$ cat src/hw/rtl/smn_pkg.sv
// shared types and constants for the softassign matrix normalizer
package smn_pkg;

  localparam int MAX_ROWS   = 64;
  localparam int MAX_COLS   = 64;
  localparam int VALUE_BITS = 32;
  localparam int FRAC_BITS  = VALUE_BITS - 8;
  localparam int ROW_W      = (MAX_ROWS > 1) ? $clog2(MAX_ROWS) : 1;
  localparam int COL_W      = (MAX_COLS > 1) ? $clog2(MAX_COLS) : 1;
  localparam int ENT_AW     = ROW_W + COL_W;
  localparam int SIZE_W     = 7;
  localparam int SUM_W      = VALUE_BITS + 8;
  localparam int DIVD_W     = VALUE_BITS + FRAC_BITS;
  localparam int DCNT_W     = $clog2(DIVD_W);
  localparam int PASS_W     = 5;
  localparam int MAX_PASSES = 16;
  localparam int RESET_PASSES = 10;
  localparam longint SUM_FLOOR = ((64'd1 << FRAC_BITS) + 64'd5000) / 64'd10000;

  typedef enum logic [2:0] {
    FN_WR_ENT  = 3'd0,
    FN_WR_ROW  = 3'd1,
    FN_WR_COL  = 3'd2,
    FN_RUN     = 3'd3,
    FN_RD_ENT  = 3'd4,
    FN_RD_ROW  = 3'd5,
    FN_RD_COL  = 3'd6,
    FN_NONE    = 3'd7
  } func_t;

  typedef enum logic [1:0] {
    REG_ROWS  = 2'd0,
    REG_COLS  = 2'd1,
    REG_PASS  = 2'd2,
    REG_MODE  = 2'd3
  } reg_idx_t;

  typedef enum logic [3:0] {
    ST_IDLE,
    ST_RD_WAIT,
    ST_OUT_RD,
    ST_OUT_ACC,
    ST_SUM_RD,
    ST_SUM_ACC,
    ST_FLOOR,
    ST_SC_RD,
    ST_SC_DIV,
    ST_SC_WAIT,
    ST_OS_RD,
    ST_OS_DIV,
    ST_OS_WAIT
  } state_t;

endpackage

$ cat src/hw/rtl/smn_divider.sv
// bit-serial divider: floor(x * 2^FRAC_BITS / s), saturated to the value range
module smn_divider (
  input  logic                             clk,
  input  logic                             rst,
  input  logic                             start,
  input  logic [smn_pkg::VALUE_BITS-1:0]   x,
  input  logic [smn_pkg::SUM_W-1:0]        s,
  output logic                             busy,
  output logic                             done,
  output logic [smn_pkg::VALUE_BITS-1:0]   q
);

  logic [smn_pkg::SUM_W-1:0]       rem;
  logic [smn_pkg::SUM_W-1:0]       divisor;
  logic [smn_pkg::DIVD_W-1:0]      dividend;
  logic [smn_pkg::VALUE_BITS-1:0]  quo;
  logic                            ovf;
  logic [smn_pkg::DCNT_W-1:0]      cnt;
  logic [smn_pkg::SUM_W:0]         trial;
  logic                            fits;

  assign trial = {rem, dividend[smn_pkg::DIVD_W-1]};
  assign fits  = (trial >= {1'b0, divisor});

  always_ff @(posedge clk) begin
    if (rst) begin
      busy <= 1'b0;
      done <= 1'b0;
      cnt  <= '0;
    end else begin
      done <= 1'b0;
      if (start) begin
        busy <= 1'b1;
        cnt  <= '0;
      end else if (busy) begin
        if (cnt == smn_pkg::DCNT_W'(smn_pkg::DIVD_W - 1)) begin
          busy <= 1'b0;
          done <= 1'b1;
        end
        cnt <= cnt + 1'b1;
      end
    end
  end

  always_ff @(posedge clk) begin
    if (start) begin
      rem      <= '0;
      divisor  <= s;
      dividend <= {x, {smn_pkg::FRAC_BITS{1'b0}}};
      quo      <= '0;
      ovf      <= 1'b0;
    end else if (busy) begin
      // quotient bits shifted past the top mean saturation
      ovf      <= ovf | quo[smn_pkg::VALUE_BITS-1];
      quo      <= {quo[smn_pkg::VALUE_BITS-2:0], fits};
      rem      <= fits ? smn_pkg::SUM_W'(trial - {1'b0, divisor})
                       : trial[smn_pkg::SUM_W-1:0];
      dividend <= {dividend[smn_pkg::DIVD_W-2:0], 1'b0};
    end
  end

  assign q = ovf ? {smn_pkg::VALUE_BITS{1'b1}} : quo;

endmodule

$ cat config.mk
export PLATFORM = sky130hd
export DESIGN_NAME = smn_divider
export DESIGN_NICKNAME = d
export VERILOG_FILES = /design/src/hw/rtl/smn_pkg.sv /design/src/hw/rtl/smn_divider.sv
export SDC_FILE = /design/constraint.sdc
export NUM_CORES = 1
export LEC_CHECK = 0
export BUFFER_PORTS_ARGS = -buffer_cell sky130_fd_sc_hd__buf_4
export CAP_MARGIN = 20
export CORE_MARGIN = 1
export CORE_UTILIZATION = 52
export CTS_BUF_LIST = sky130_fd_sc_hd__clkbuf_2 sky130_fd_sc_hd__clkbuf_4 sky130_fd_sc_hd__clkbuf_8
export DETAILED_ROUTE_END_ITERATION = 12
export PLACE_DENSITY = 0.81
export SKIP_CTS_REPAIR_TIMING = 1
export SLEW_MARGIN = 15
export SYNTH_ARGS = -nofsm -noshare
export SYNTH_HDL_FRONTEND = slang
export SYNTH_SLANG_ARGS = --single-unit
export TNS_END_PERCENT = 1
$ cat constraint.sdc
create_clock -name clk -period 3.42 [get_ports clk]
set_input_delay 0.513 -clock clk [delete_from_list [all_inputs] [get_ports clk]]
set_output_delay 0.513 -clock clk [all_outputs]
set_load 0.005 [all_outputs]
Word level (Yosys, flattened, before mapping) --
Index checks and enable logic that the tools add are counted.
Cells by class: equal/unequal tests 1, reductions and logical operators 3, bitwise logic cells 2, add/subtract/negate cells 2, mux-type cells 8, magnitude comparators 1
Operators by type and width (number):
- 2-to-1 mux 56 bit | 2
- >= comparator 41 x 40 -> 1 bit | 1
- 2-to-1 mux 40 bit | 1
- subtractor 40 bit | 1
- 2-to-1 mux 32 bit | 1
- adder 6 x 1 -> 6 bit (second input constant) | 1
- == test 6 bit (second input constant) | 1
- 2-to-1 mux 1 bit | 4
- OR reduction 3 bit | 1
- nonzero test 2 bit | 1
- OR reduction 2 bit | 1
- NOT 1 bit | 1
- bitwise OR 1 bit | 1
Word-level totals: register bits after elaboration 153, word-level logic and storage cells 25, input port bits 75, output and inout bits 34

Logic depth before layout (Yosys ltp) --
Gate-level depths: netlist (run 1).
word-level depth 4, mapped depth 14

Worst setup path after synthesis (run 1) --
Ideal clock, no wire load.
path kind register to register, from reg divisor[0] in the netlist's numbering, to reg rem[28] in the netlist's numbering, arrival time 2.546 ns, stages on the path, launching flop included 12, library setup time 0.130 ns, path buffers 0, period minus slack after synthesis 2.675 ns, path slack 0.745 ns, cells stage by stage edfxtp_1 ha_1 fa_1 nor2b_1 o31a_1 o21ai_0 a21oi_1 o221ai_1 a211oi_1 o21ai_0 a21oi_1 o22ai_1
On the way: cells in the longest elaborated chain, start to end 2
Ends and longest elaborated chain:
- start, declared | line smn_divider.sv:14 | logic [smn_pkg::SUM_W-1:0] divisor;
- start signal, assigned | line smn_divider.sv:48 | divisor <= s;
- subtractor 40 bit / >= comparator 41 x 40 -> 1 bit (equally long branches) | line smn_divider.sv:56, smn_divider.sv:23
- 2-to-1 mux 40 bit * | line smn_divider.sv:56 | rem <= fits ? smn_pkg::SUM_W'(trial - {1'b0, divisor})
- end signal, assigned | line smn_divider.sv:56
- end, declared | line smn_divider.sv:13 | logic [smn_pkg::SUM_W-1:0] rem;
Mark *: on every way between the ends. The rest lies on a longest branch, timed or not. A chain may end at the register's enable or synchronous reset.

Worst setup path in the final report (run 1) --
from reg divisor[29] in the netlist's numbering, to reg rem[18] in the netlist's numbering
On the way: cells in the longest elaborated chain, start to end 2
Ends and longest elaborated chain:
- >= comparator 41 x 40 -> 1 bit | line smn_divider.sv:23 | assign fits = (trial >= {1'b0, divisor});
- 2-to-1 mux 40 bit | line smn_divider.sv:56
Every way passes these cells.

==> flow_summary.rst, run 1 <==
.. list-table::
   :header-rows: 1

   * - Metric
     - Value
   * - Placer Congestion
     - 0.911
   * - Port buffer count
     - 108
   * - Highest attainable clock frequency
     - 0.329 GHz
   * - Clock root buffer master
     - clkbuf_8
   * - Power per unit of standard cell area
     - 443 nW/µm²
   * - Antenna cells
     - 0
   * - Worst-margin pin slew
     - 803 ps
   * - Time the worst path needs with I/O delays and setup
     - 3040 ps
   * - Post-DR vias/cell
     - 5.48
   * - Number of global-route vias before repair
     - 6069
   * - Register-to-register path setup slack
     - 380 ps
   * - Number of placement rows
     - 46
   * - Setup clock skew after layout
     - 12.4 ps
   * - Path category of the worst min-delay check
     - in2reg
   * - Die outline height
     - 130 µm
   * - Area added between synthesis and finish
     - 15.1%
   * - Full die area
     - 16900 µm²
   * - Filler Cell Count
     - 1339
   * - Maximum vdd drop
     - 0.000365 V
   * - Period Utilization, post-route
     - 0.889
   * - Worst EP required
     - 3770 ps
   * - Net count of the finished layout
     - 1064
   * - Clock tree from TritonCTS
     - built
   * - Most instantiated library cell after synthesis
     - nor2_1
   * - Cell chain of the critical path
     - inv_1 > ha_1 > and3_1 > nor2b_1 > nand3_1 > o21ai_0 > o21ai_4 > buf_12 > or4_1 > o311ai_0
   * - Post-Synthesis Cells
     - 860
   * - DRT antenna net count
     - 0
   * - Clock slew seen by the registers of the worst setup and hold paths
     - 90 ps
   * - I/O pins
     - 109
   * - CP Launch Type
     - flop
   * - Mean post-synth cell area
     - 9.93 µm²
   * - Hold Violations, Final
     - 0
   * - Grt ovf
     - 0
   * - DRC violation count after routing
     - 0
   * - Depth of the CTS H-tree
     - 4
   * - Placed wire-length estimate
     - 12.8 mm
   * - Source of the worst hold timing path
     - rst
   * - Number of register bits inferred by synthesis
     - 153
   * - CP max FO
     - 47
   * - Slowest-stage cell, CP
     - or4_1
   * - Status
     - finished, final reports clean
   * - Origin of the worst setup path
     - divisor[29]$_DFFE_PP_
   * - Post-Synthesis Net Count
     - 977
   * - Max Root-Sink Buffers
     - 2
   * - Wire length of the first global-routing pass
     - 28.8 mm
   * - Total of endpoints with negative setup slack in the final report
     - 0
   * - Endpoint arrival time on the critical path
     - 3390 ps
   * - Fraction of the yosys area taken by sequential cells
     - 0.443
   * - Final routed wirelength across all metal layers
     - 17.7 mm
   * - Number of logic stages on the critical path including buffering
     - 10
   * - Clock net sink count
     - 153
   * - Number of library cell types mapped by synthesis
     - 65
   * - Endpoint of the most critical register-to-register path
     - rem[18]$_SDFFE_PP0P_
   * - DR iter-0 viols
     - 472
   * - Pin count of the biggest net entering global routing
     - 48
   * - Min-Delay Path Depth
     - 2
   * - Commonest register cell after synthesis
     - dfxtp_1
   * - Number of buffers added by the clock tree synthesis step
     - 17
   * - Relative slew slack
     - 0.464
   * - Initial standard-cell utilization of the core
     - 0.536
   * - Fin Hold WS
     - 199 ps
   * - Max stage delay on crit path
     - 500 ps
   * - Capturing element of the worst setup path
     - rem[18]$_SDFFE_PP0P_
   * - Fraction of synthesized cell area taken by the top area cell type
     - 0.253
   * - Number of enable-type register cells in the synthesized netlist
     - 72
   * - Number of search-and-repair iterations in the first detailed-routing pass
     - 5
   * - Most frequent cells after synthesis
     - nor2_1, dfxtp_1, edfxtp_1
   * - Critical setup path kind
     - reg2reg
   * - Area inside the core boundary
     - 15900 µm²
   * - Horiz. Die Dim
     - 130 µm
   * - Setup TNS
     - 0 ps
   * - Wire length per cell after detailed routing
     - 15.1 µm
   * - Max-slew violation total from the final report
     - 0
   * - Layout cell share with drive strength beyond 1
     - 0.231
   * - GR Util All Layers
     - 0.215
   * - RSZ-0062 raised after global routing
     - false
   * - Dominant delay contributor by cell family on the critical path
     - simple AND/OR/NAND/NOR gates
   * - Worst Reg2Reg Path Length in Cells
     - 10
   * - Number of max-capacitance violations reported
     - 0
   * - Insertion delay to the later sink of the worst-skew pair
     - 450 ps
   * - Cell Area, Synth
     - 8540 µm²
   * - Via total after detailed routing
     - 6439
   * - Largest area contributor in the synthesized netlist
     - edfxtp_1
   * - R2R Path Start
     - divisor[29]$_DFFE_PP_
   * - Sort of element at the end of the critical path
     - flop
   * - Lkg Pwr
     - 4.53 nW
   * - Count of synthesis-stage warnings from yosys
     - 0
   * - Antenna violations before repair
     - 0
   * - Synth async-reset ratio
     - 0
   * - Number of buffer and inverter instances along the worst setup path
     - 2
   * - Synth area leaders
     - edfxtp_1, dfxtp_1, mux2i_1
[power breakdown]
part	internal (W)	switching, W
logic	0.000425	0.000515
registers	0.00205	0.0000672
clock network	0.000590	0.000715
[layout make-up]
type	count	area, µm²	area share
Multi-Input combinational cell	608	4320	0.440
Clock buffer	22	288	0.0293
Tap cell	216	270	0.0275
Inverter	50	188	0.0191
Sequential cell	153	3790	0.385
Clock inverter	10	83.8	0.00853
Timing Repair Buffer	117	891	0.0906
[per-layer routing]
layer | vias to the layer above | routed length, µm | part of all wire | track usage
li1 | 3258 | - | - | -
met1 | 2997 | 8110 | 0.46 | 0.279
met2 | 172 | 8440 | 0.48 | 0.352
met3 | 12 | 1060 | 0.060 | 0.0607
met4 | 0 | 141 | 0.0079 | 0.0561
met5 | - | 0 | 0 | 0
[worst reg2reg max path, stage by stage (launching register included)]
cell and delay (ps):
edfxtp_1 340, inv_1 50, ha_1 490, and3_1 260, nor2b_1 380, nand3_1 150
o21ai_0 340, o21ai_4 110, buf_12 220, or4_1 500, o311ai_0 110
[how the worst min path moves through the flow]
stage	endpoint	slack [ps]
finish	busy$_SDFF_PP0_	200
global route	busy$_SDFF_PP0_	180
CTS	busy$_SDFF_PP0_	180
detailed placement	cnt[5]$_SDFFE_PP0P_	480
global placement	cnt[5]$_SDFFE_PP0P_	470
floorplan	cnt[5]$_SDFFE_PP0P_	460
[flip-flops by register name, indices dropped and copies added (netlist names)]
name and flops:
rem 40, divisor 40, cnt 6, quo 32, dividend 32, busy 1
ovf 1, done 1
[placed cells by master, fill, tap and decap left out, drive strengths merged, types with 10 or more instances in the layout]
| cell | n |
|---|---|
| buf | 117 |
| nor2 | 96 |
| dfxtp | 81 |
| edfxtp | 72 |
| mux2i | 63 |
| inv | 57 |
| nand2 | 42 |
| ha | 41 |
| a21oi | 40 |
| a211oi | 37 |
| or2 | 34 |
| mux2 | 31 |
| o21ai | 31 |
| a21o | 23 |
| xnor2 | 22 |
| clkbuf | 22 |
| xor2 | 18 |
| nand4 | 12 |
| nand3 | 11 |
| nor3 | 10 |
[logic make-up (layout without fill, tap and decap cells)]
| kind of cell | Yosys count | after routing | share of synthesized area |
|---|---|---|---|
| AND/OR/NAND/NOR | 244 | 244 | 0.138 |
| AO/OA/AOI/OAI | 188 | 188 | 0.149 |
| flip-flops | 153 | 153 | 0.443 |
| buffers and inverters | 99 | 199 | 0.0520 |
| multiplexers | 94 | 94 | 0.115 |
| adder cells (fa/ha/maj) | 42 | 42 | 0.0624 |
| XOR/XNOR | 40 | 40 | 0.0410 |
[metrics by stage]
| stage | util | setup slack [ps] | area (µm²) | total power, W | std cells |
|---|---|---|---|---|---|
| 6_report | 0.617 | 379 | 9830 | 0.00436 | 1176 |
| 5_1_grt | 0.617 | 97.4 | 9830 | 0.00457 | 1176 |
| 4_1_cts | 0.617 | 372 | 9830 | 0.00438 | 1176 |
| 3_5_place_dp | 0.593 | 396 | 9460 | 0.00308 | 1144 |
| 3_3_place_gp | 0.593 | 473 | 9460 | 0.00306 | 1144 |
| 2_1_floorplan | - | 745 | 8540 | 0.00286 | 860 |
Note: power is estimated with default switching activity, not from simulation.
==> run 2, diff against run 1 <==
--- a/config.mk
+++ b/config.mk
@@ -11,7 +11,7 @@
 export CORE_UTILIZATION = 52
 export CTS_BUF_LIST = sky130_fd_sc_hd__clkbuf_2 sky130_fd_sc_hd__clkbuf_4 sky130_fd_sc_hd__clkbuf_8
 export DETAILED_ROUTE_END_ITERATION = 12
-export PLACE_DENSITY = 0.81
+export PLACE_DENSITY = 0.84
 export SKIP_CTS_REPAIR_TIMING = 1
 export SLEW_MARGIN = 15
 export SYNTH_ARGS = -nofsm -noshare
==> constraint.sdc (replaced) <==
create_clock -name clk -period 2.75 [get_ports clk]
set_input_delay 0.4125 -clock clk [delete_from_list [all_inputs] [get_ports clk]]
set_output_delay 0.4125 -clock clk [all_outputs]
set_load 0.005 [all_outputs]
==> flow_summary.rst, run 2 (synthesis results as in run 1) <==
.. list-table::
   :header-rows: 1

   * - Metric
     - Value
   * - Status
     - finished with violations
   * - Failing checks
     - setup timing
   * - Horiz. Die Dim
     - 130 µm (unchanged)
   * - Area inside the core boundary
     - 15900 µm² (unchanged)
   * - Area added between synthesis and finish
     - 24.4%
   * - Number of buffers added by the clock tree synthesis step
     - 17 (unchanged)
   * - DRT antenna net count
     - 0 (unchanged)
   * - Post-DR vias/cell
     - 5.66 (+3.3%)
   * - Max-slew violation total from the final report
     - 0 (unchanged)
   * - Final routed wirelength across all metal layers
     - 20.5 mm (+15%)
   * - I/O pins
     - 109 (unchanged)
   * - Full die area
     - 16900 µm² (unchanged)
   * - Total design power
     - 0.00587 W (+35%)
   * - Pin count of the biggest net entering global routing
     - 74 (+54%)
   * - Power per unit of standard cell area
     - 553 nW/µm² (+25%)
   * - Net count of the finished layout
     - 1112 (+4.5%)
   * - Depth of the CTS H-tree
     - 4 (unchanged)
   * - Initial standard-cell utilization of the core
     - 0.536 (unchanged)
   * - Port buffer count
     - 108 (unchanged)
   * - Worst-margin pin slew
     - 846 ps (+43.3 ps)
   * - Number of max-capacitance violations reported
     - 0 (unchanged)
   * - DR iter-0 viols
     - 537 (+14%)
   * - Relative slew slack
     - 0.435 (-0.0289)
   * - Registers with the most flip-flops
     - divisor (40), rem (40)
   * - Maximum vdd drop
     - 0.000358 V (-1.8%)
   * - Worst slack at placement
     - -83.4 ps (-480 ps)
   * - Leading cell type in the layout, fill and taps excluded
     - buf_4
   * - Placed wire-length estimate
     - 13.5 mm (+5.7%)
   * - Hold Violations, Final
     - 0 (unchanged)
   * - Placer Congestion
     - 0.917 (+0.59%)
   * - Setup clock skew after layout
     - 18.2 ps (+5.81 ps)
   * - Wire length of the first global-routing pass
     - 30.5 mm (+5.6%)
   * - Insertion delay to the later sink of the worst-skew pair
     - 470 ps (+20 ps)
   * - Clock slew seen by the registers of the worst setup and hold paths
     - 90 ps (about the same)
   * - Area used by multi-input combinational logic
     - 4650 µm² (+7.6%)
   * - Max Root-Sink Buffers
     - 2 (unchanged)
   * - Clock root buffer master
     - clkbuf_8
   * - Via total after detailed routing
     - 6926 (+7.6%)
   * - Most frequent cells in the layout
     - buf_4, nor2_1, dfxtp_1, edfxtp_1, mux2i_1
   * - Endpoint arrival time on the critical path
     - 3180 ps (-210 ps)
   * - Antenna cells
     - 0 (unchanged)
   * - Clock net sink count
     - 153 (unchanged)
   * - Layout cell share with drive strength beyond 1
     - 0.328 (+0.0971)
   * - Number of global-route vias before repair
     - 6431 (+6.0%)
   * - Period Utilization, post-route
     - 1.02 (+0.128)
   * - Path category of the worst min-delay check
     - in2reg
   * - Die outline height
     - 130 µm (unchanged)
   * - RSZ-0062 raised after global routing
     - true
   * - CP Launch Type
     - flop
   * - Grt ovf
     - 0 (unchanged)
   * - Critical setup path kind
     - reg2reg
   * - Total area of sequential cells
     - 3790 µm² (about the same)
   * - CP max FO
     - 6 (-87%)
   * - Highest attainable clock frequency
     - 0.358 GHz (+8.7%)
   * - Filler Cell Count
     - 1204 (-10%)
   * - Worst EP required
     - 3140 ps (-630 ps)
   * - Time the worst path needs with I/O delays and setup
     - 2800 ps (-244 ps)
   * - Lkg Pwr
     - 4.79 nW (+5.8%)
   * - Clock tree from TritonCTS
     - built
   * - Number of placement rows
     - 46 (unchanged)
   * - Number of search-and-repair iterations in the first detailed-routing pass
     - 5 (unchanged)
   * - Sort of element at the end of the critical path
     - flop
   * - Antenna violations before repair
     - 0 (unchanged)
   * - Setup slack of the critical path after layout
     - -46.9 ps (-426 ps)
   * - GR Util All Layers
     - 0.231 (+0.0155)
   * - Wire length per cell after detailed routing
     - 16.7 µm (+11%)
   * - DRC violation count after routing
     - 0 (unchanged)
   * - Total of endpoints with negative setup slack in the final report
     - 3 (+3)
==> run 2: cell count changes in the layout (fill, tap and decap cells not counted), moves of 9 or more <==
cell,change
a21oi_1,-12
a21oi_2,+12
buf_4,+41
ha_1,-14
ha_4,+10
o21ai_0,-9
==> run 2: report_power, final <==
group	switching [W]	internal (W)	total, W
Clock	0.000881	0.000890	0.00177
Sequential	0.0000871	0.00255	0.00263
Combinational	0.000768	0.000700	0.00147
==> run 2: layout make-up <==
class,instances,area share
Timing Repair Buffer,165,0.124
Sequential cell,153,0.357
Clock buffer,23,0.0268
Multi-Input combinational cell,608,0.438
Inverter,50,0.0177
Clock inverter,9,0.0112
Tap cell,216,0.0254
==> run 2: through the flow <==
stage / instance area [µm²] / std cells / util / setup TNS (ps) / hold WS (ps)
2_1_floorplan: 8540 / 860 / - / 0 / 458
3_3_place_gp: 9780 / 1184 / 0.614 / -76.5 / 470
6_report: 10600 / 1224 / 0.666 / -72.0 / 90.1
5_1_grt: 10600 / 1224 / 0.666 / -2110 / 62.2
3_5_place_dp: 9780 / 1184 / 0.614 / -1340 / 486
4_1_cts: 10200 / 1216 / 0.639 / -2450 / 70.9
==> run 2: per-layer routing <==
layer  vias up  global-route usage  routed length, µm
li1       3357                   -                  -
met1      3246               0.287               8620
met2       262               0.375               9790
met3        61              0.0631               1380
met4         0               0.101                662
met5         -                   0                  0
==> run 2: critical path: stages (launching register included) <==
cell and delay (ps):
edfxtp_1 320, inv_1 50, ha_1 380, buf_4 180, nand4_1 220, nor3_2 300
a21oi_2 100, o211ai_2 260, o21ai_4 100, buf_6 150, clkbuf_16 160, or4_4 420
o311ai_2 90
==> run 2: worst paths after layout <==
check / from / end / slack, ps / depth (start not counted)
max reg2reg: divisor[18]$_DFFE_PP_ / rem[18]$_SDFFE_PP0P_ / -50 / 12
max: divisor[18]$_DFFE_PP_ / rem[18]$_SDFFE_PP0P_ / -50 / 12
min reg2reg: cnt[5]$_SDFFE_PP0P_ / cnt[5]$_SDFFE_PP0P_ / 500 / 2
min: rst / busy$_SDFF_PP0_ / 90 / 2
==> run 3, diff against run 2 <==
--- a/config.mk
+++ b/config.mk
@@ -11,6 +11,7 @@
 export CORE_UTILIZATION = 52
 export CTS_BUF_LIST = sky130_fd_sc_hd__clkbuf_2 sky130_fd_sc_hd__clkbuf_4 sky130_fd_sc_hd__clkbuf_8
 export DETAILED_ROUTE_END_ITERATION = 12
+export GPL_TIMING_DRIVEN = 0
 export PLACE_DENSITY = 0.84
 export SKIP_CTS_REPAIR_TIMING = 1
 export SLEW_MARGIN = 15
==> constraint.sdc (replaced) <==
create_clock -name clk -period 2.75 [get_ports clk]
set_input_delay 0.1375 -clock clk [delete_from_list [all_inputs] [get_ports clk]]
set_output_delay 0.1375 -clock clk [all_outputs]
set_load 0.005 [all_outputs]
==> flow_summary.rst, run 3 (synthesis results as in run 1) <==
.. list-table::
   :header-rows: 1

   * - Metric
     - Value
   * - Dpl cells
     - 1185 (+0.084%)
   * - Filler Cell Count
     - 1120 (-7.0%)
   * - Horiz. Die Dim
     - 130 µm (unchanged)
   * - GR Util All Layers
     - 0.231 (about the same)
   * - Clock tree from TritonCTS
     - built
   * - Capturing element of the worst setup path
     - rem[27]$_SDFFE_PP0P_
   * - R2R Path Start
     - divisor[30]$_DFFE_PP_
   * - Cell type with the highest occurrence count on the critical path
     - buf_6
   * - Worst Reg2Reg Path Length in Cells
     - 14 (+2)
   * - Number of buffers added by the clock tree synthesis step
     - 17 (unchanged)
   * - Registers with the most flip-flops
     - divisor (40), rem (40)
   * - Number of search-and-repair iterations in the first detailed-routing pass
     - 8 (+3)
   * - CP max FO
     - 6 (unchanged)
   * - Worst-margin pin slew
     - 726 ps (-121 ps)
   * - Slowest-stage cell, CP
     - edfxtp_1
   * - Lkg Pwr
     - 5.02 nW (+4.9%)
   * - Net count of the finished layout
     - 1198 (+7.7%)
   * - Critical setup path kind
     - reg2reg
   * - Period Utilization, post-route
     - 1.06 (+0.0416)
   * - Highest attainable clock frequency
     - 0.343 GHz (-3.9%)
   * - CP Launch Type
     - flop
   * - Time the worst path needs with I/O delays and setup
     - 2910 ps (+115 ps)
   * - DR iter-0 viols
     - 639 (+19%)
   * - Clock net sink count
     - 153 (unchanged)
   * - Sort of element at the end of the critical path
     - flop
   * - Relative slew slack
     - 0.516 (+0.0813)
   * - Initial standard-cell utilization of the core
     - 0.536 (unchanged)
   * - Number of buffer and inverter instances along the worst setup path
     - 4 (unchanged)
   * - Clock slew seen by the registers of the worst setup and hold paths
     - 90 ps (about the same)
   * - Final routed wirelength across all metal layers
     - 22.1 mm (+8.0%)
   * - DRT antenna net count
     - 0 (unchanged)
   * - Antenna cells
     - 0 (unchanged)
   * - Hold Violations, Final
     - 0 (unchanged)
   * - Number of global-route vias before repair
     - 6369 (-0.96%)
   * - Setup clock skew after layout
     - 17.9 ps (-0.324 ps)
   * - Placed wire-length estimate
     - 14.0 mm (+3.3%)
   * - Non-filler cells, final
     - 1310 (+7.0%)
   * - Max stage delay on crit path
     - 390 ps (-30 ps)
   * - Most frequent cells in the layout
     - buf_4, nor2_1, dfxtp_1, dlygate4sd3_1, edfxtp_1
   * - Max Root-Sink Buffers
     - 2 (unchanged)
   * - Number of max-capacitance violations reported
     - 0 (unchanged)
   * - Failing checks
     - setup timing
   * - RSZ-0062 raised after global routing
     - true
   * - Maximum vdd drop
     - 0.000389 V (+8.5%)
   * - Endpoint of the most critical register-to-register path
     - rem[27]$_SDFFE_PP0P_
   * - Area added between synthesis and finish
     - 31.9%
   * - Endpoint arrival time on the critical path
     - 3230 ps (+50 ps)
   * - I/O pins
     - 109 (unchanged)
   * - Via total after detailed routing
     - 7346 (+6.1%)
   * - Die outline height
     - 130 µm (unchanged)
   * - Leading cell type in the layout, fill and taps excluded
     - buf_4
   * - Max-slew violation total from the final report
     - 0 (unchanged)
   * - Power per unit of standard cell area
     - 519 nW/µm² (-6.2%)
   * - DRC violation count after routing
     - 0 (unchanged)
   * - Wire length per cell after detailed routing
     - 16.9 µm (+0.92%)
   * - Path category of the worst min-delay check
     - in2reg
   * - Setup TNS
     - -3520 ps (-3440 ps)
   * - Number of logic stages on the critical path including buffering
     - 14 (+2)
   * - Placer Congestion
     - 0.906 (-1.1%)
   * - Origin of the worst setup path
     - divisor[30]$_DFFE_PP_
   * - Pin count of the biggest net entering global routing
     - 43 (-42%)
   * - Register-to-register path setup slack
     - -160 ps (-110 ps)
   * - Layout cell share with drive strength beyond 1
     - 0.275 (-0.0532)
   * - Setup slack of the critical path after layout
     - -161 ps (-115 ps)
   * - Area inside the core boundary
     - 15900 µm² (unchanged)
   * - Depth of the CTS H-tree
     - 4 (unchanged)
   * - Full die area
     - 16900 µm² (unchanged)
   * - Number of placement rows
     - 46 (unchanged)
   * - Wire length of the first global-routing pass
     - 30.5 mm (+0.11%)
   * - Cell chain of the critical path
     - inv_2 > ha_4 > buf_6 > a21o_1 > a21oi_2 > o21bai_1 > a221o_1 > a31oi_2 > o211ai_2 > o21ai_2 > buf_6 > buf_12 > mux2i_4 > a211oi_2
   * - Status
     - finished with violations
   * - Post-DR vias/cell
     - 5.61 (-0.90%)
   * - Insertion delay to the later sink of the worst-skew pair
     - 470 ps (about the same)
   * - Post-layout util
     - 0.707 (+0.0401)
   * - Grt ovf
     - 0 (unchanged)
   * - Dominant delay contributor by cell family on the critical path
     - compound AO/OA/AOI/OAI gates
   * - Clock root buffer master
     - clkbuf_8
   * - Total of endpoints with negative setup slack in the final report
     - 39 (+36)
   * - Worst EP required
     - 3070 ps (-70 ps)
   * - Port buffer count
     - 108 (unchanged)
   * - Antenna violations before repair
     - 0 (unchanged)
## run 3: cell types whose count changed in the layout (fill, tap and decap cells not counted), sizes merged
cell and delta:
inv +3, buf -14, dlygate4sd3 +73, clkinvlp -1, bufinv -1, clkbuf +25, clkinv +1
## run 3: layer usage
layer	wire length, µm	GRT usage	vias up
li1	-	-	3519
met1	9260	0.294	3520
met2	11000	0.375	267
met3	1350	0.0627	40
met4	459	0.0828	0
met5	0	0	-
## run 3: final cells by class
cell class / count / area, µm² / area share
Multi-Input combinational cell: 608 / 4620 / 0.410
Sequential cell: 153 / 3780 / 0.336
Timing Repair Buffer: 207 / 1770 / 0.157
Clock buffer: 21 / 270 / 0.0240
Tap cell: 216 / 270 / 0.0240
Buffer: 44 / 254 / 0.0225
Inverter: 50 / 188 / 0.0167
Clock inverter: 11 / 109 / 0.00966
## run 3: stage by stage
| step | total power (W) | hold WS (ps) | area [µm²] | worst slack, ps |
|---|---|---|---|---|
| floorplan | 0.00355 | 210 | 8540 | 74.8 |
| global placement | 0.00385 | 306 | 9620 | -441 |
| detailed placement | 0.00388 | 309 | 9650 | -487 |
| CTS | 0.00554 | -187 | 10000 | -529 |
| global route | 0.00610 | 184 | 11300 | -273 |
| finish | 0.00584 | 190 | 11300 | -161 |
## run 3: worst min-delay path by stage
stage,cells after the start,slack (ps),start,endpoint
final,1,190,start,divisor[9]$_DFFE_PP_
after global routing,1,180,start,divisor[9]$_DFFE_PP_
after CTS,2,-190,rst,busy$_SDFF_PP0_
after detailed placement,2,310,rst,busy$_SDFF_PP0_
after global placement,2,310,rst,busy$_SDFF_PP0_
after floorplan,1,210,rst,busy$_SDFF_PP0_
## run 3: power by group
part	switching [W]	internal [W]	total [W]
logic	0.000807	0.000728	0.00153
registers	0.0000794	0.00255	0.00263
clock network	0.000897	0.000783	0.00168
